==> src/hdl/rgb565_box_downsample_2x2_macros.svh <==
// Assertion macros for the 2x2 box downsampler.
// Both macros sample on aclk and are disabled while aresetn is low.
`ifndef RGB565_BOX_DOWNSAMPLE_2X2_MACROS_SVH
`define RGB565_BOX_DOWNSAMPLE_2X2_MACROS_SVH

`ifndef ASSERT_OFF
// Same-cycle implication.
`define RBD_ASSERT_NOW(lbl, ante, cons, msg) \
    lbl: assert property (@(posedge aclk) disable iff (!aresetn) (ante) |-> (cons)) \
        else $error(msg);
// Next-cycle implication.
`define RBD_ASSERT_NEXT(lbl, ante, cons, msg) \
    lbl: assert property (@(posedge aclk) disable iff (!aresetn) (ante) |=> (cons)) \
        else $error(msg);
`else
`define RBD_ASSERT_NOW(lbl, ante, cons, msg)
`define RBD_ASSERT_NEXT(lbl, ante, cons, msg)
`endif

`endif

==> src/hdl/rbd_pkg.sv <==
`timescale 1ns / 1ps

package rbd_pkg;

    localparam int PIX_W  = 16;
    localparam int SUM_W  = 19;
    localparam int CFG_SW_W = 11;
    localparam int CFG_SH_W = 11;
    localparam int CFG_OW_W = 10;
    localparam int CFG_OH_W = 10;
    localparam int CFG_DATA_W = 11;
    localparam int CFG_IDX_W  = 2;

    localparam logic [CFG_SW_W-1:0] RST_SOURCE_WIDTH  = 11'd640;
    localparam logic [CFG_SH_W-1:0] RST_SOURCE_HEIGHT = 11'd480;
    localparam logic [CFG_OW_W-1:0] RST_OUTPUT_WIDTH  = 10'd320;
    localparam logic [CFG_OH_W-1:0] RST_OUTPUT_HEIGHT = 10'd240;

    typedef enum logic [CFG_IDX_W-1:0] {
        CFG_SOURCE_WIDTH  = 2'd0,
        CFG_SOURCE_HEIGHT = 2'd1,
        CFG_OUTPUT_WIDTH  = 2'd2,
        CFG_OUTPUT_HEIGHT = 2'd3
    } cfg_index_e;

    typedef logic [PIX_W-1:0] pixel_t;
    // red sum 18..13, green sum 12..6, blue sum 5..0
    typedef logic [SUM_W-1:0] pair_sum_t;

    typedef struct packed {
        logic [CFG_SW_W-1:0] source_width;
        logic [CFG_SH_W-1:0] source_height;
        logic [CFG_OW_W-1:0] output_width;
        logic [CFG_OH_W-1:0] output_height;
    } cfg_t;

    // Pending odd-row odd-column item waiting for its line store read.
    typedef struct packed {
        pair_sum_t ps;
        logic      last;
    } issue_t;

    function automatic pair_sum_t pair_sum(input pixel_t a, input pixel_t b);
        logic [5:0] r;
        logic [6:0] g;
        logic [5:0] bl;
        r  = {1'b0, a[15:11]} + {1'b0, b[15:11]};
        g  = {1'b0, a[10:5]}  + {1'b0, b[10:5]};
        bl = {1'b0, a[4:0]}   + {1'b0, b[4:0]};
        return {r, g, bl};
    endfunction

    // Four-pixel average from two pair sums, truncated.
    function automatic pixel_t box_avg(input pair_sum_t st, input pair_sum_t ps);
        logic [6:0] r;
        logic [7:0] g;
        logic [6:0] bl;
        r  = {1'b0, st[18:13]} + {1'b0, ps[18:13]};
        g  = {1'b0, st[12:6]}  + {1'b0, ps[12:6]};
        bl = {1'b0, st[5:0]}   + {1'b0, ps[5:0]};
        return {r[6:2], g[7:2], bl[6:2]};
    endfunction

endpackage

==> src/hdl/rbd_ctrl.sv <==
`timescale 1ns / 1ps

module rbd_ctrl #(
    parameter int MAX_SOURCE_WIDTH  = 1024,
    parameter int MAX_SOURCE_HEIGHT = 1024,
    parameter int AW                = 9
) (
    input  logic               aclk,
    input  logic               aresetn,
    input  rbd_pkg::cfg_t      cfg,
    input  logic               accept,
    input  rbd_pkg::pixel_t    pixel,
    output logic               wr_en,
    output logic               rd_en,
    output logic [AW-1:0]      line_addr,
    output rbd_pkg::pair_sum_t wr_data,
    output rbd_pkg::issue_t    issue
);

    localparam int CW   = $clog2(MAX_SOURCE_WIDTH);
    localparam int RW   = $clog2(MAX_SOURCE_HEIGHT);
    localparam int EWW0 = $clog2(MAX_SOURCE_WIDTH + 1);
    localparam int EHW0 = $clog2(MAX_SOURCE_HEIGHT + 1);
    localparam int EWW  = (EWW0 > rbd_pkg::CFG_SW_W) ? EWW0 : rbd_pkg::CFG_SW_W;
    localparam int EHW  = (EHW0 > rbd_pkg::CFG_SH_W) ? EHW0 : rbd_pkg::CFG_SH_W;

    logic [CW-1:0]   col_reg, col_next;
    logic [RW-1:0]   row_reg, row_next;
    rbd_pkg::pixel_t first_reg, first_next;

    logic [EWW-1:0] sw_x, sw_e, ow_x, ow_e, half_w, c_x, c_n, col_half;
    logic [EHW-1:0] sh_x, sh_e, oh_x, oh_e, half_h, r_x, r_n, row_half;
    logic           in_win;
    rbd_pkg::pair_sum_t ps;

    // Effective sizes, saturated as the config ranges require.
    always_comb begin
        sw_x = EWW'(cfg.source_width);
        sh_x = EHW'(cfg.source_height);
        if (sw_x < EWW'(2))                     sw_e = EWW'(2);
        else if (sw_x > EWW'(MAX_SOURCE_WIDTH)) sw_e = EWW'(MAX_SOURCE_WIDTH);
        else                                    sw_e = sw_x;
        if (sh_x < EHW'(2))                      sh_e = EHW'(2);
        else if (sh_x > EHW'(MAX_SOURCE_HEIGHT)) sh_e = EHW'(MAX_SOURCE_HEIGHT);
        else                                     sh_e = sh_x;
        half_w = sw_e >> 1;
        half_h = sh_e >> 1;
        ow_x   = EWW'(cfg.output_width);
        oh_x   = EHW'(cfg.output_height);
        if (ow_x == '0)          ow_e = EWW'(1);
        else if (ow_x > half_w)  ow_e = half_w;
        else                     ow_e = ow_x;
        if (oh_x == '0)          oh_e = EHW'(1);
        else if (oh_x > half_h)  oh_e = half_h;
        else                     oh_e = oh_x;
    end

    // Position of this beat (wrap first if the size shrank), then advance.
    always_comb begin
        c_x = EWW'(col_reg);
        r_x = EHW'(row_reg);
        if (c_x >= sw_e) begin
            c_x = '0;
            r_x = r_x + EHW'(1);
        end
        if (r_x >= sh_e) begin
            r_x = '0;
        end
        col_half = c_x >> 1;
        row_half = r_x >> 1;
        in_win   = (col_half < ow_e) && (row_half < oh_e);

        c_n = c_x + EWW'(1);
        r_n = r_x;
        if (c_n >= sw_e) begin
            c_n = '0;
            r_n = r_x + EHW'(1);
            if (r_n >= sh_e) begin
                r_n = '0;
            end
        end
    end

    assign ps = rbd_pkg::pair_sum(first_reg, pixel);

    always_comb begin
        col_next   = col_reg;
        row_next   = row_reg;
        first_next = first_reg;
        if (accept) begin
            col_next = c_n[CW-1:0];
            row_next = r_n[RW-1:0];
            if (in_win && !c_x[0]) begin
                first_next = pixel;
            end
        end
    end

    assign wr_en      = accept && in_win && c_x[0] && !r_x[0];
    assign rd_en      = accept && in_win && c_x[0] && r_x[0];
    assign line_addr  = col_half[AW-1:0];
    assign wr_data    = ps;
    assign issue.ps   = ps;
    assign issue.last = (col_half == ow_e - EWW'(1)) && (row_half == oh_e - EHW'(1));

    always_ff @(posedge aclk) begin
        if (!aresetn) begin
            col_reg   <= '0;
            row_reg   <= '0;
            first_reg <= '0;
        end else begin
            col_reg   <= col_next;
            row_reg   <= row_next;
            first_reg <= first_next;
        end
    end

endmodule

==> config.mk <==
export PLATFORM = sky130hd
export DESIGN_NAME = rbd_ctrl
export DESIGN_NICKNAME = d
export VERILOG_FILES = /design/src/hdl/rgb565_box_downsample_2x2_macros.svh /design/src/hdl/rbd_pkg.sv /design/src/hdl/rbd_ctrl.sv
export SDC_FILE = /design/constraint.sdc
export NUM_CORES = 1
export LEC_CHECK = 0
export BUFFER_PORTS_ARGS = -buffer_cell sky130_fd_sc_hd__buf_4
export CAP_MARGIN = 40
export CORE_MARGIN = 5
export CORE_UTILIZATION = 58
export DETAILED_ROUTE_END_ITERATION = 12
export GPL_TIMING_DRIVEN = 0
export PLACE_DENSITY_LB_ADDON = 0.2
export SKIP_LAST_GASP = 1
export SLEW_MARGIN = 20
export SYNTH_ARGS = -nofsm -noshare
export SYNTH_HDL_FRONTEND = slang
export SYNTH_SLANG_ARGS = --single-unit
==> constraint.sdc <==
create_clock -name aclk -period 11.3 [get_ports aclk]
set_input_delay 2.26 -clock aclk [delete_from_list [all_inputs] [get_ports aclk]]
set_output_delay 2.26 -clock aclk [all_outputs]
set_load 0.05 [all_outputs]
==> run metrics <==
initial core utilization 0.593; area grow syn2layout 20.5%; mean number of vias per cell 5.95; slew margin rel. 0.429; DR iter-0 viols 426; Worst-Margin Slew 857 ps; largest net degree at the start of global routing 13; worst flop-to-flop path startpoint col_reg[2]$_SDFFE_PN0P_; MaxCap Viol Count 0; dpl ws -269 ps; worst skew pair latency 290 ps; Nets 1,087; Final ANT Viol Nets 0; CTS tree yes; Max VDD drop 0.0000812 V; CTS root buffer clkbuf_8; most used cell, CP o21a_1; Hold Crit Start first_reg[13]$_SDFFE_PN0P_; Ports 111; Req. time, crit path 9040 ps; sequential fraction of the synthesis area 0.118; leakage 3.47 nW; CP Launch Point cfg[40]; number of buffers created by CTS 5; DP Wirelength 14,600 um; fin worst setup slack 411 ps; CP max stage delay 440 ps; IO Port Bufs 108; status finished clean; EDFF count, synth 0; share of layout cells above drive strength 1 0.205; largest area contributor in the netlist ha_1; PwrDens 92.8 nW/um2; RSZ-0062 raised after global routing false; Final Max Tran Viols 0; critical path's slowest cell o211ai_1; min Tclk post-route 10,890 ps; DR WL/cell 16.7 um; final WL 17,600 um; GR Util All Layers 0.269; CTS H-tree depth 2; grt total ovfl 0; Total Die Area 12,700 um2; Synth async-reset ratio 0; Layout fillers 869; Fmax 91.8 MHz; Reg clk slew, reported paths 70 ps; Clock Skew 10.0 ps; Num Clock Sinks 36; total power 0.682 mW; Post-Synthesis Cells 795; Worst setup EP type output port; Avg Cell Area, Syn 7.67 um2; design area 7350 um2; HP Class reg2reg; clock buffer depth 2; predominant post-synthesis flop cell dfxtp_1; CP Launch Type input port; DRC viols 0; crit path kind in2out; Final setup viols 0; routed vias 6,284; hold_buf cts 0; Hold Violations, Final 0; Area after DPL 7080 um2; Area contributors post-synth ha_1, dfxtp_1, xnor2_1, nand2_1, mux2i_1; wire length of the first global-routing pass 29,000 um; top post-synthesis cells by count ha_1, nand2_1, inv_1, xnor2_1, dfxtp_1; n_diodes 0; synthesized flop and latch total 36; initial antenna violation count 0; chip height 113 um; max reg flops 16; Core ar. 10,300 um2; CP arrival 8630 ps; top-area cell type share of the netlist area 0.211; chip width 113 um; most numerous cell in the Yosys netlist ha_1; router iterations before antenna repair 5; Final GP Congestion 0.954; Mapped Nets 962; Core Rows 37; vias in the first global route 6,150; Max FO, Critical Path 10; cell area after synthesis 6100 um2; yosys warns 0; period utilisation layout 0.964; Netlist cell types 69
[logic make-up (layout without fill, tap and decap cells)]
logic type / Yosys count / count (layout) / share of synthesized area
buf+inv: 102 / 227 / 0.0808
xor+xnor: 58 / 58 / 0.0833
flops: 36 / 36 / 0.118
mux: 32 / 32 / 0.0552
compound gates: 179 / 179 / 0.205
fa+ha+maj: 106 / 106 / 0.221
simple gates: 282 / 282 / 0.236
[report_power, final]
group	internal (mW)	switching, mW
sequential	0.135	0.00695
clock	0.0544	0.0473
combinational	0.172	0.267
total	0.361	0.321
[worst paths after layout]
| path | endpoint | slack (ps) | cells after the start |
|---|---|---|---|
| max reg2reg | row_reg[6]$_SDFFE_PN0P_ | 3820 | 27 |
| max | wr_en | 410 | 32 |
| min | first_reg[13]$_SDFFE_PN0P_ | 470 | 2 |
| min reg2reg | first_reg[13]$_SDFFE_PN0P_ | 470 | 2 |
[timing repair]
item,CTS,global route
gates resized for setup,8,15
buffers inserted,0,10
gates cloned,0,0
pin swaps,0,5
setup endpoints to repair,2,7
[worst max-delay path, delay by kind of cell]
kind                       cells  cell delay (ps)
AOI/OAI and AO/OA             14             2950
and+or+nand+nor               10             1840
adders and majority gates      3              790
buffers and inverters          4              550
xor gates and xnor gates       1              240
[layer usage]
metal | vias to the layer above | GRT usage | routed length, um
li1 | 3086 | - | -
met2 | 252 | 0.474 | 8760
met1 | 2906 | 0.340 | 7350
met3 | 40 | 0.0426 | 1170
met4 | 0 | 0.0705 | 351
met5 | - | 0 | 0
[layout by cell type, fill, tap and decap left out, types with 4 or more instances in the layout]
cell         n
and3_1      15
nand3_1     28
ha_1       103
buf_2        4
a21boi_0    10
inv_1       54
a21oi_1     35
nor2_1      33
nand2b_1    17
o21ai_0     35
a21o_1      14
nor4_1       5
a211oi_1     4
xor2_1      11
mux2i_1     30
o21a_1      16
clkbuf_1    16
xnor2_1     43
and2_1      13
nand3b_1     4
a31oi_1     14
nor2b_1     13
nor3_1      23
clkbuf_8     7
buf_4      141
o2111ai_1    9
xor2_2       4
dfxtp_1     36
nand2_1     94
nand4_1     11
o21bai_1     4
o211ai_1     6
[area by class of cell]
| cell class | instances | area (um2) | share of cell area |
|---|---|---|---|
| inverters | 54 | 203 | 0.0276 |
| well taps | 136 | 170 | 0.0231 |
| clock buffers | 7 | 96.3 | 0.0131 |
| repair buffers | 118 | 886 | 0.121 |
| plain buffers | 48 | 297 | 0.0403 |
| multi-input cells | 657 | 4980 | 0.677 |
| flip-flops and latches | 36 | 721 | 0.0980 |
[per-stage QoR]
stage	cells	utilization	TNS, ps	hold WS, ps
global route	1056	0.715	0	488
floorplan	795	-	0	438
finish	1056	0.715	0	466
detailed placement	1039	0.689	-520	457
global placement	1039	0.689	-558	448
CTS	1046	0.701	0	467
No activity file was read; power rests on OpenSTA's default activity.
