## config.mk

```make
export PLATFORM = sky130hd
export DESIGN_NAME = rbd_merge
export DESIGN_NICKNAME = d
export VERILOG_FILES = /design/src/hdl/rgb565_box_downsample_2x2_macros.svh /design/src/hdl/rbd_pkg.sv /design/src/hdl/rbd_merge.sv
export SDC_FILE = /design/constraint.sdc
export NUM_CORES = 1
export LEC_CHECK = 0
export BUFFER_PORTS_ARGS = -buffer_cell sky130_fd_sc_hd__buf_2
export CAP_MARGIN = 20
export CORE_ASPECT_RATIO = 0.7
export CORE_MARGIN = 3
export CORE_UTILIZATION = 48
export CTS_CLUSTER_DIAMETER = 100
export DETAILED_ROUTE_END_ITERATION = 6
export PLACE_DENSITY = 0.78
export SETUP_SLACK_MARGIN = 0.15
export SLEW_MARGIN = 0
export SYNTH_ARGS = -nofsm -noshare
export SYNTH_HDL_FRONTEND = slang
export SYNTH_SLANG_ARGS = --single-unit
```

## constraint.sdc

```tcl
create_clock -name aclk -period 2.4 [get_ports aclk]
set_input_delay 0.24 -clock aclk [delete_from_list [all_inputs] [get_ports aclk]]
set_output_delay 0.24 -clock aclk [all_outputs]
set_load 0.02 [all_outputs]
```

## src/hdl/rgb565_box_downsample_2x2_macros.svh

```systemverilog
// Assertion macros for the 2x2 box downsampler.
// Both macros sample on aclk and are disabled while aresetn is low.
`ifndef RGB565_BOX_DOWNSAMPLE_2X2_MACROS_SVH
`define RGB565_BOX_DOWNSAMPLE_2X2_MACROS_SVH

`ifndef ASSERT_OFF
// Same-cycle implication.
`define RBD_ASSERT_NOW(lbl, ante, cons, msg) \
    lbl: assert property (@(posedge aclk) disable iff (!aresetn) (ante) |-> (cons)) \
        else $error(msg);
// Next-cycle implication.
`define RBD_ASSERT_NEXT(lbl, ante, cons, msg) \
    lbl: assert property (@(posedge aclk) disable iff (!aresetn) (ante) |=> (cons)) \
        else $error(msg);
`else
`define RBD_ASSERT_NOW(lbl, ante, cons, msg)
`define RBD_ASSERT_NEXT(lbl, ante, cons, msg)
`endif

`endif

```

## src/hdl/rbd_pkg.sv

```systemverilog
`timescale 1ns / 1ps

package rbd_pkg;

    localparam int PIX_W  = 16;
    localparam int SUM_W  = 19;
    localparam int CFG_SW_W = 11;
    localparam int CFG_SH_W = 11;
    localparam int CFG_OW_W = 10;
    localparam int CFG_OH_W = 10;
    localparam int CFG_DATA_W = 11;
    localparam int CFG_IDX_W  = 2;

    localparam logic [CFG_SW_W-1:0] RST_SOURCE_WIDTH  = 11'd640;
    localparam logic [CFG_SH_W-1:0] RST_SOURCE_HEIGHT = 11'd480;
    localparam logic [CFG_OW_W-1:0] RST_OUTPUT_WIDTH  = 10'd320;
    localparam logic [CFG_OH_W-1:0] RST_OUTPUT_HEIGHT = 10'd240;

    typedef enum logic [CFG_IDX_W-1:0] {
        CFG_SOURCE_WIDTH  = 2'd0,
        CFG_SOURCE_HEIGHT = 2'd1,
        CFG_OUTPUT_WIDTH  = 2'd2,
        CFG_OUTPUT_HEIGHT = 2'd3
    } cfg_index_e;

    typedef logic [PIX_W-1:0] pixel_t;
    // red sum 18..13, green sum 12..6, blue sum 5..0
    typedef logic [SUM_W-1:0] pair_sum_t;

    typedef struct packed {
        logic [CFG_SW_W-1:0] source_width;
        logic [CFG_SH_W-1:0] source_height;
        logic [CFG_OW_W-1:0] output_width;
        logic [CFG_OH_W-1:0] output_height;
    } cfg_t;

    // Pending odd-row odd-column item waiting for its line store read.
    typedef struct packed {
        pair_sum_t ps;
        logic      last;
    } issue_t;

    function automatic pair_sum_t pair_sum(input pixel_t a, input pixel_t b);
        logic [5:0] r;
        logic [6:0] g;
        logic [5:0] bl;
        r  = {1'b0, a[15:11]} + {1'b0, b[15:11]};
        g  = {1'b0, a[10:5]}  + {1'b0, b[10:5]};
        bl = {1'b0, a[4:0]}   + {1'b0, b[4:0]};
        return {r, g, bl};
    endfunction

    // Four-pixel average from two pair sums, truncated.
    function automatic pixel_t box_avg(input pair_sum_t st, input pair_sum_t ps);
        logic [6:0] r;
        logic [7:0] g;
        logic [6:0] bl;
        r  = {1'b0, st[18:13]} + {1'b0, ps[18:13]};
        g  = {1'b0, st[12:6]}  + {1'b0, ps[12:6]};
        bl = {1'b0, st[5:0]}   + {1'b0, ps[5:0]};
        return {r[6:2], g[7:2], bl[6:2]};
    endfunction

endpackage

```

## src/hdl/rbd_merge.sv

```systemverilog
`timescale 1ns / 1ps

module rbd_merge (
    input  logic               aclk,
    input  logic               aresetn,
    input  logic               issue_valid,
    input  rbd_pkg::issue_t    issue,
    input  rbd_pkg::pair_sum_t rd_data,
    input  logic               m_tready,
    output logic               ready,
    output logic               s1_valid,
    output logic               m_tvalid,
    output rbd_pkg::pixel_t    m_tdata,
    output logic               m_tlast
);

    logic            s1_valid_reg, s1_valid_next;
    rbd_pkg::issue_t s1_reg, s1_next;
    logic            m_valid_reg, m_valid_next;
    rbd_pkg::pixel_t m_data_reg, m_data_next;
    logic            m_last_reg, m_last_next;
    logic            advance;

    // Line store data stays put while stalled: its read only fires on issue.
    assign advance = s1_valid_reg && (!m_valid_reg || m_tready);
    assign ready   = !s1_valid_reg || advance;

    always_comb begin
        s1_valid_next = s1_valid_reg;
        s1_next       = s1_reg;
        m_valid_next  = m_valid_reg;
        m_data_next   = m_data_reg;
        m_last_next   = m_last_reg;
        if (advance) begin
            m_valid_next  = 1'b1;
            m_data_next   = rbd_pkg::box_avg(rd_data, s1_reg.ps);
            m_last_next   = s1_reg.last;
            s1_valid_next = 1'b0;
        end else if (m_tready) begin
            m_valid_next = 1'b0;
        end
        if (issue_valid) begin
            s1_valid_next = 1'b1;
            s1_next       = issue;
        end
    end

    always_ff @(posedge aclk) begin
        if (!aresetn) begin
            s1_valid_reg <= 1'b0;
            m_valid_reg  <= 1'b0;
        end else begin
            s1_valid_reg <= s1_valid_next;
            m_valid_reg  <= m_valid_next;
        end
        s1_reg     <= s1_next;
        m_data_reg <= m_data_next;
        m_last_reg <= m_last_next;
    end

    assign s1_valid = s1_valid_reg;
    assign m_tvalid = m_valid_reg;
    assign m_tdata  = m_data_reg;
    assign m_tlast  = m_last_reg;

endmodule

```

==> results.sh, run 1 <==
export IMPL_slew_limit_headroom_pct=68.96
export IMPL_dieArea_mm2=0.004333
export IMPL_ant_nets=0
export IMPL_hpwl_mm=2.366
export IMPL_path_class="flop to flop"
export IMPL_cap_violations=0
export IMPL_cts_tree="yes"
export IMPL_p_switching_uw=382.0
export IMPL_first_pass_iters=4
export IMPL_crit_path_start_kind="flop"
export IMPL_hold_start="issue[19]"
export IMPL_setup_tns_ps=0
export IMPL_status="completed"
export IMPL_drt_iter0_markers=49
export IMPL_ys_warnings_count=0
export IMPL_rows=17
export IMPL_power_density_mw_per_mm2=705.2
export IMPL_die_width_um=77.40
export IMPL_period_needed_ps=1757
export IMPL_synth_ff_type="edfxtp_1"
export IMPL_start_util_pct=52.29
export IMPL_coreArea_mm2=0.003276
export IMPL_fmax_mhz=569.0
export IMPL_max_vdd_ir_drop_v=0.0004606
export IMPL_cts_max_path_buffers=2
export IMPL_slowest_delay_ps=380
export IMPL_worstSetupStartpoint="s1_reg[3]"
export IMPL_cpMaxStageDelayCell="edfxtp_1"
export IMPL_grt_usage_pct=14.92
export IMPL_cts_buffers=5
export IMPL_synth_most_common_cell="edfxtp_1"
export IMPL_ys_ff_latch=39
export IMPL_wirelength_mm=3.047
export IMPL_setup_viol=0
export IMPL_clock_power_share_pct=27.0
export IMPL_grt_pass1_wl_mm=4.719
export IMPL_maxSlewViolCount=0
export IMPL_ys_async_sr_fraction_pct=0
export IMPL_synth_edf_count=37
export IMPL_ctsResizeCount=0
export IMPL_synth_nets=167
export IMPL_endpoint_kind="flop"
export IMPL_seqPwrFrac_pct=54.7
export IMPL_regToRegSetupSlack_ps=640
export IMPL_diodes=0
export IMPL_hold_class="input pin to flop"
export IMPL_cts_root_buf="clkbuf_8"
export IMPL_fin_crit_sh_pct=73.23
export IMPL_avgSynthCellArea_um2=15.86
export IMPL_synth_commonest_cells="37 x edfxtp_1, 16 x ha_1, 9 x xnor2_1, 5 x nor2_1, 4 x nor3_1"
export IMPL_p_sw_share_pct=24.96
export IMPL_finClkSkew_ps=2.463
export IMPL_rsz0062_at_grt="no"
export IMPL_crit_arrival_ps=1810
export IMPL_synth_area_leaders="edfxtp_1 65%, ha_1 12%, xnor2_1 4.6%, dfxtp_1 2.3%, nor3_1 1.2%"
export IMPL_drt_drc_violations_left=0
export IMPL_internal_power_mw=1.148
export IMPL_fin_area_mm2=0.002170
export IMPL_grt_pass1_vias=1136
export IMPL_syn_instance_count=108
export IMPL_hold_viol_final=0
export IMPL_die_h_um=55.98
export IMPL_post_cts_buffers=0
export IMPL_vias=1108
export IMPL_synth_area_mm2=0.001713
export IMPL_antenna_found_initial=0
export IMPL_p_leak_nw=0.9157
export IMPL_required_ps=2450
export IMPL_drive_gt1_share_pct=41.90
export IMPL_seq_area_frac_synth_pct=67.20
export IMPL_worst_pin_slew_ps=465.6
export IMPL_overflow=0
export IMPL_synthToLayoutAreaGrowth_pct=26.66
export IMPL_fin_total_pwr_mw=1.530
export IMPL_post_dp_cell_area_mm2=0.002090
export IMPL_crit_chain="ha_1 -> a21oi_2 -> a21boi_1 -> o311a_1 -> or2_1"
export IMPL_path_clk_slew_ps=70
export IMPL_htreeDepth=2
export IMPL_crit_reg2reg_launch="s1_reg[3]"
export IMPL_final_net_count=237
export IMPL_io_pins=63
export IMPL_wl_per_cell_um=13.48
export IMPL_routed_via_density=4.903
export IMPL_p_comb_share_pct=18.2
export IMPL_holdBufCountCts=0
export IMPL_largest_reg_flops=20
export IMPL_clk_latency_ps=290
export IMPL_worstPathMaxFanout=3
export IMPL_numPortBuffers=62
export IMPL_synth_top_area_share_pct=64.86
export IMPL_clkSinkCount=39
export IMPL_synth_area_leader_cell="edfxtp_1"
export IMPL_grt_max_degree=22
export IMPL_ys_types=28
export IMPL_gp_congestion=0.7202
==> cell type report <==
| cell class | instances | area, µm² |
|---|---|---|
| Clock buffer | 6 | 72.57 |
| Tap cell | 47 | 58.81 |
| Clock inverter | 2 | 7.507 |
| Sequential cell | 39 | 1151 |
| Inverter | 1 | 3.754 |
| Timing Repair Buffer | 63 | 317.8 |
| Fill cell | 282 | 1106 |
| Multi-Input combinational cell | 68 | 558.0 |
==> worst max-delay path: cells and delay by family (launching register included) <==
kind / cells / cell delay, ps
adders and majority gates: 1 / 340
and+or+nand+nor: 1 / 200
AOI/OAI and AO/OA: 3 / 600
DFF: 1 / 380
==> cells in the final DEF (no fill, tap or decap), types with 2 or more instances in the layout <==
| master | netlist | routed |
|---|---|---|
| a31oi_1 | 3 | 3 |
| xnor2_1 | 9 | 9 |
| or2_1 | 2 | 2 |
| nor3_1 | 4 | 4 |
| ha_1 | 16 | 16 |
| nor2b_1 | 3 | 3 |
| clkinv_1 | 0 | 2 |
| dfxtp_1 | 2 | 2 |
| a21oi_2 | 2 | 2 |
| buf_2 | 0 | 62 |
| a21oi_1 | 3 | 3 |
| xor2_1 | 2 | 2 |
| nand4_1 | 2 | 2 |
| o311a_1 | 2 | 2 |
| edfxtp_1 | 37 | 37 |
| nor2_1 | 5 | 5 |
| or2_2 | 2 | 2 |
| clkbuf_8 | 0 | 5 |
| nor4_1 | 2 | 2 |
==> logic make-up after synthesis <==
family | count (synthesis) | synth area share (%)
AOI/OAI and AO/OA | 16 | 7.305
and+or+nand+nor | 25 | 7.962
DFF | 39 | 67.20
xor gates and xnor gates | 11 | 5.625
buffers and inverters | 1 | 0.2189
adders and majority gates | 16 | 11.69
==> power by group through the flow <==
stage                     clock network, mW  logic (mW)  registers [mW]
final                                 0.414       0.279           0.837
after global routing                  0.454       0.308           0.842
after CTS                             0.426       0.282           0.838
after detailed placement                  0       0.279           0.853
after global placement                    0       0.265           0.849
after floorplan                           0       0.148           0.886
==> worst paths after layout <==
path	to	cells after the start
worst max-delay path	m_tdata[4]	5
worst min-delay path	s1_reg[19]	1
worst max register to register	m_tdata[4]	5
worst min register to register	m_tlast	0
==> metal layers <==
metal / global-route usage (%) / share of wire, % / wire (µm)
met1: 14.94 / 38 / 1171
met2: 26.69 / 53 / 1619
met3: 6.958 / 6.2 / 190
met4: 6.091 / 2.1 / 65
met5: 0 / 0 / 0
==> metrics by stage <==
stage	hold slack (ps)	setup slack (ps)	util, %	std cells
floorplan	338.9	668.8	-	108
global placement	400.9	703.5	63.79	218
detailed placement	407.2	652.7	63.79	218
CTS	105.3	643.0	66.23	226
global route	101.3	578.7	66.23	226
finish	116.6	642.5	66.23	226
Power figures use the tool's default switching activity.
==> inputs of run 2 (changes only) <==
- CORE_UTILIZATION: 48 -> 44
- PLACE_DENSITY: 0.78 -> 0.75
- clock period: 2.4 -> 1.6 ns (I/O delays scaled with it)
==> results.sh, run 2 (synthesized netlist as in run 1, its figures left out) <==
export IMPL_hold_end="s1_reg[10]"
export IMPL_path_class="flop to flop"
export IMPL_path_clk_slew_ps=70
export IMPL_coreArea_mm2=0.003626
export IMPL_final_net_count=253
export IMPL_hold_start="issue[10]"
export IMPL_regArea_mm2=0.001151
export IMPL_die_h_um=58.20
export IMPL_ant_nets=0
export IMPL_antenna_found_initial=0
export IMPL_layout_commonest_cell="buf_2"
export IMPL_fmax_mhz=600.0
export IMPL_htreeDepth=2
export IMPL_io_pins=63
export IMPL_worst_slack_ps=-66.63
export IMPL_endpoint_kind="flop"
export IMPL_hold_depth=1
export IMPL_clk_latency_ps=280
export IMPL_fin_crit_sh_pct=104.2
export IMPL_regToRegSetupSlack_ps=-70
export IMPL_power_density_mw_per_mm2=1020
export IMPL_grt_max_degree=22
export IMPL_grt_pass1_vias=1232
export IMPL_synthToLayoutAreaGrowth_pct=49.89
export IMPL_drt_iter0_markers=36
export IMPL_cts_max_path_buffers=2
export IMPL_multi_input_comb_area_um2=800.8
export IMPL_mostFrequentLayoutCells="62 x buf_2, 37 x edfxtp_1, 14 x buf_4"
export IMPL_gp_congestion=0.7753
export IMPL_rsz0062_at_grt="yes"
export IMPL_wl_per_cell_um=15.18
export IMPL_placedCellCount=226
export IMPL_worstPathMaxFanout=3
export IMPL_worst_pin_slew_ps=464.9
export IMPL_wirelength_mm=3.719
export IMPL_die_width_um=80.58
export IMPL_period_needed_ps=1667
export IMPL_worst_r2r_cell_count=5
export IMPL_grt_usage_pct=16.52
export IMPL_holdWs_ps=45.40
export IMPL_cap_violations=0
export IMPL_start_util_pct=47.24
export IMPL_hold_viol_final=0
export IMPL_hpwl_mm=2.579
export IMPL_diodes=0
export IMPL_crit_reg2reg_launch="s1_reg[16]"
export IMPL_crit_arrival_ps=1700
export IMPL_cts_tree="yes"
export IMPL_overflow=0
export IMPL_maxSlewViolCount=0
export IMPL_drive_gt1_share_pct=61.03
export IMPL_stdcell_count=245
export IMPL_cts_root_buf="clkbuf_8"
export IMPL_p_leak_nw=1.042
export IMPL_largest_reg_flops=20
export IMPL_finClkSkew_ps=6.587
export IMPL_cts_buffers=5
export IMPL_routed_via_density=4.849
export IMPL_timing_rr_end="m_tdata[15]"
export IMPL_numPortBuffers=62
export IMPL_hold_class="input pin to flop"
export IMPL_first_pass_iters=4
export IMPL_max_vdd_ir_drop_v=0.0007191
export IMPL_rows=18
export IMPL_grt_pass1_wl_mm=5.664
export IMPL_setup_viol=7
export IMPL_status="finished, violations left"
export IMPL_crit_path_start_kind="flop"
export IMPL_vias=1188
export IMPL_pre_cts_slack_ps=-113.6
export IMPL_fill_cells=259
export IMPL_drt_drc_violations_left=0
export IMPL_failed_checks="negative setup slack"
export IMPL_dieArea_mm2=0.004689
export IMPL_required_ps=1630
export IMPL_clkSinkCount=39
export IMPL_slew_limit_headroom_pct=69.01
==> run 2: worst max path at each step <==
stage	to	startpoint	cells after the start	slack [ps]
after floorplan	m_tdata[15]	s1_reg[16]	5	20
after global placement	m_tdata[9]	s1_reg[8]	5	-8
after detailed placement	m_tdata[9]	s1_reg[8]	5	-110
after CTS	m_tdata[4]	s1_reg[3]	5	-60
after global routing	m_tdata[3]	s1_reg[3]	6	-110
final	m_tdata[15]	s1_reg[16]	5	-70
==> run 2: report_power, final <==
part | total, mW | internal (mW) | switching (mW)
registers | 1.27 | 1.23 | 0.0326
clock network | 0.719 | 0.393 | 0.325
logic | 0.633 | 0.329 | 0.305
==> run 2: metal layers <==
| layer | global-route usage [%] | vias to the layer above | wire length [µm] |
|---|---|---|---|
| met1 | 17.41 | 557 | 1426 |
| met5 | 0 | - | 0 |
| met4 | 5.783 | 0 | 55 |
| met3 | 4.969 | 7 | 204 |
| met2 | 31.25 | 37 | 2032 |
| li1 | - | 587 | - |
==> run 2: what timing repair did <==
item / CTS / global route
endpoints found under the setup margin: 10 / 14
buffers inserted: 7 / 4
hold buffers: 0 / 0
gates resized for setup: 28 / 7
pin swaps: 13 / 9
==> run 2: worst max-delay path: stages, from the launching register on <==
cell and delay (ps):
edfxtp_1 420, ha_4 260, a21oi_4 140, a21boi_2 80
o311a_1 310, or2_1 220
==> run 2: metrics by stage <==
step	cell area (µm²)	TNS [ps]	utilization (%)	total power, mW
final	2567	-261.3	70.81	2.618
after global routing	2567	-638.7	70.81	2.741
after detailed placement	2168	-273.9	59.80	1.745
after global placement	2168	-12.12	59.80	1.707
after CTS	2491	-229.9	68.70	2.582
after floorplan	1750	0	-	1.563
==> run 2: layout make-up <==
type | count | area share [%]
clock buffers | 8 | 3.899
inverters | 1 | 0.1462
multi-input cells | 68 | 31.19
flip-flops and latches | 39 | 44.83
well taps | 50 | 2.437
repair buffers | 79 | 17.50
==> inputs of run 3 (changes only) <==
--- a/config.mk
+++ b/config.mk
@@ -9,5 +9,5 @@
 export CAP_MARGIN = 20
 export CORE_ASPECT_RATIO = 0.7
-export CORE_MARGIN = 3
+export CORE_MARGIN = 5
 export CORE_UTILIZATION = 44
 export CTS_CLUSTER_DIAMETER = 100
==> constraint.sdc (replaced) <==
create_clock -name aclk -period 1.6 [get_ports aclk]
set_input_delay 0.16 -clock aclk [delete_from_list [all_inputs] [get_ports aclk]]
set_output_delay 0.16 -clock aclk [all_outputs]
set_load 0.05 [all_outputs]
==> results.sh, run 3 (synthesized netlist as in run 1, its figures left out) <==
export IMPL_p_sw_share_pct=27.49
export IMPL_p_leak_nw=0.9975
export IMPL_power_density_mw_per_mm2=1076
export IMPL_p_switching_uw=723.1
export IMPL_seqPwrFrac_pct=47.9
export IMPL_setup_viol=8
export IMPL_drt_iter0_markers=18
export IMPL_met3_length_um=213
export IMPL_worst_pin_slew_ps=497.7
export IMPL_status="finished, violations left"
export IMPL_clk_latency_ps=280
export IMPL_cts_buffers=5
export IMPL_hold_viol_final=0
export IMPL_htreeDepth=2
export IMPL_dieArea_mm2=0.005261
export IMPL_layout_commonest_cell="buf_2"
export IMPL_p_comb_share_pct=24.7
export IMPL_start_util_pct=44.75
export IMPL_grt_pass1_vias=1211
export IMPL_grt_usage_pct=13.71
export IMPL_maxSlewViolCount=0
export IMPL_fin_crit_sh_pct=106.7
export IMPL_routed_via_density=4.738
export IMPL_pre_cts_slack_ps=-88.17
export IMPL_worst_slack_ps=-107.8
export IMPL_internal_power_mw=1.908
export IMPL_wirelength_mm=3.530
export IMPL_coreArea_mm2=0.003827
export IMPL_vias=1137
export IMPL_synthToLayoutAreaGrowth_pct=42.73
export IMPL_ant_nets=0
export IMPL_path_clk_slew_ps=70
export IMPL_drive_gt1_share_pct=57.45
export IMPL_setup_tns_ps=-473.7
export IMPL_diodes=0
export IMPL_routed_wl_met2_mm=1.950
export IMPL_finClkSkew_ps=3.464
export IMPL_crit_path_start_kind="flop"
export IMPL_mostFrequentLayoutCells="62 x buf_2, 37 x edfxtp_1, 11 x ha_1"
export IMPL_cts_tree="yes"
export IMPL_fmax_mhz=585.6
export IMPL_wl_per_cell_um=14.71
export IMPL_slew_limit_headroom_pct=66.75
export IMPL_die_h_um=62.20
export IMPL_period_needed_ps=1708
export IMPL_overflow=0
export IMPL_cpMaxStageDelayCell="edfxtp_1"
export IMPL_crit_arrival_ps=1750
export IMPL_max_vdd_ir_drop_v=0.0007239
export IMPL_drt_drc_violations_left=0
export IMPL_path_class="flop to flop"
export IMPL_gp_congestion=0.7758
export IMPL_required_ps=1640
export IMPL_clkSinkCount=39
export IMPL_cts_max_path_buffers=2
export IMPL_fin_area_mm2=0.002445
export IMPL_die_width_um=84.58
export IMPL_top_layer_used="met4"
export IMPL_io_pins=63
export IMPL_final_net_count=246
export IMPL_antenna_found_initial=0
export IMPL_multi_input_comb_area_um2=734.5
export IMPL_slowest_delay_ps=380
export IMPL_hpwl_mm=2.525
export IMPL_cap_violations=0
export IMPL_first_pass_iters=4
export IMPL_numPortBuffers=62
export IMPL_endpoint_kind="flop"
export IMPL_clock_power_share_pct=27.4
export IMPL_wl_met1_mm=1.314
export IMPL_post_dp_cell_area_mm2=0.002177
export IMPL_rsz0062_at_grt="yes"
export IMPL_crit_buf_inv=0
export IMPL_cts_root_buf="clkbuf_8"
export IMPL_worstPathMaxFanout=2
export IMPL_path_delay_family="compound AO/OA/AOI/OAI gates"
export IMPL_crit_chain="ha_1 -> nand4_1 -> a21boi_2 -> o311a_1 -> or2_1"
export IMPL_rows=19
export IMPL_hold_class="input pin to flop"
export IMPL_largest_reg_flops=20
export IMPL_failed_checks="negative setup slack"
export IMPL_fill_cells=311
export IMPL_regArea_mm2=0.001152
export IMPL_grt_max_degree=22
export IMPL_grt_pass1_wl_mm=5.513
[run 3: power groups by stage]
stage	Sequential (mW)	Clock, mW	Combinational [mW]
finish	1.26	0.722	0.649
global placement	1.28	0	0.527
CTS	1.26	0.736	0.599
global route	1.27	0.784	0.700
floorplan	1.42	0	0.235
detailed placement	1.28	0	0.549
[run 3: worst reg2reg max path: cells and delay by family, from the launching register on]
kind | cells | cell delay, ps
AO/OA/AOI/OAI | 2 | 430
flip-flops | 1 | 380
AND/OR/NAND/NOR | 2 | 350
adder cells (fa/ha/maj) | 1 | 310
[run 3: worst paths after layout]
path / from / end / slack (ps) / cells past startpoint
min: issue[7] / s1_reg[7] / 40 / 1
max: s1_reg[15] / m_tdata[15] / -110 / 5
max reg2reg: s1_reg[15] / m_tdata[15] / -110 / 5
min reg2reg: s1_reg[0] / m_tlast / 430 / 0
[run 3: metrics by stage]
| stage | util [%] | std cells | power (mW) | hold WS [ps] |
|---|---|---|---|---|
| after global placement | 56.88 | 228 | 1.803 | 336.0 |
| after floorplan | - | 108 | 1.655 | 258.9 |
| after detailed placement | 56.88 | 228 | 1.830 | 338.1 |
| after CTS | 61.85 | 238 | 2.595 | 36.21 |
| final | 63.88 | 240 | 2.631 | 43.94 |
| after global routing | 63.88 | 240 | 2.751 | 29.16 |
[run 3: layout make-up]
cell class	count	area share, %
timing repair buffer	72	15.92
multi-input combinational	68	30.04
tap	52	2.661
inverter	1	0.1535
sequential	39	47.13
clock buffer	8	4.094
[run 3: timing repair]
item,CTS,global route
gates resized for setup,12,10
hold buffers,0,0
setup buffers,2,2
endpoints found under the hold margin,0,0
endpoints found under the setup margin,10,13
pin swaps,4,7
[run 3: layer usage]
metal / vias to the layer above / global-route usage (%)
met3: 5 / 3.963
met5: - / 0
met1: 528 / 13.39
met4: 0 / 6.522
met2: 33 / 26.17
li1: 571 / -
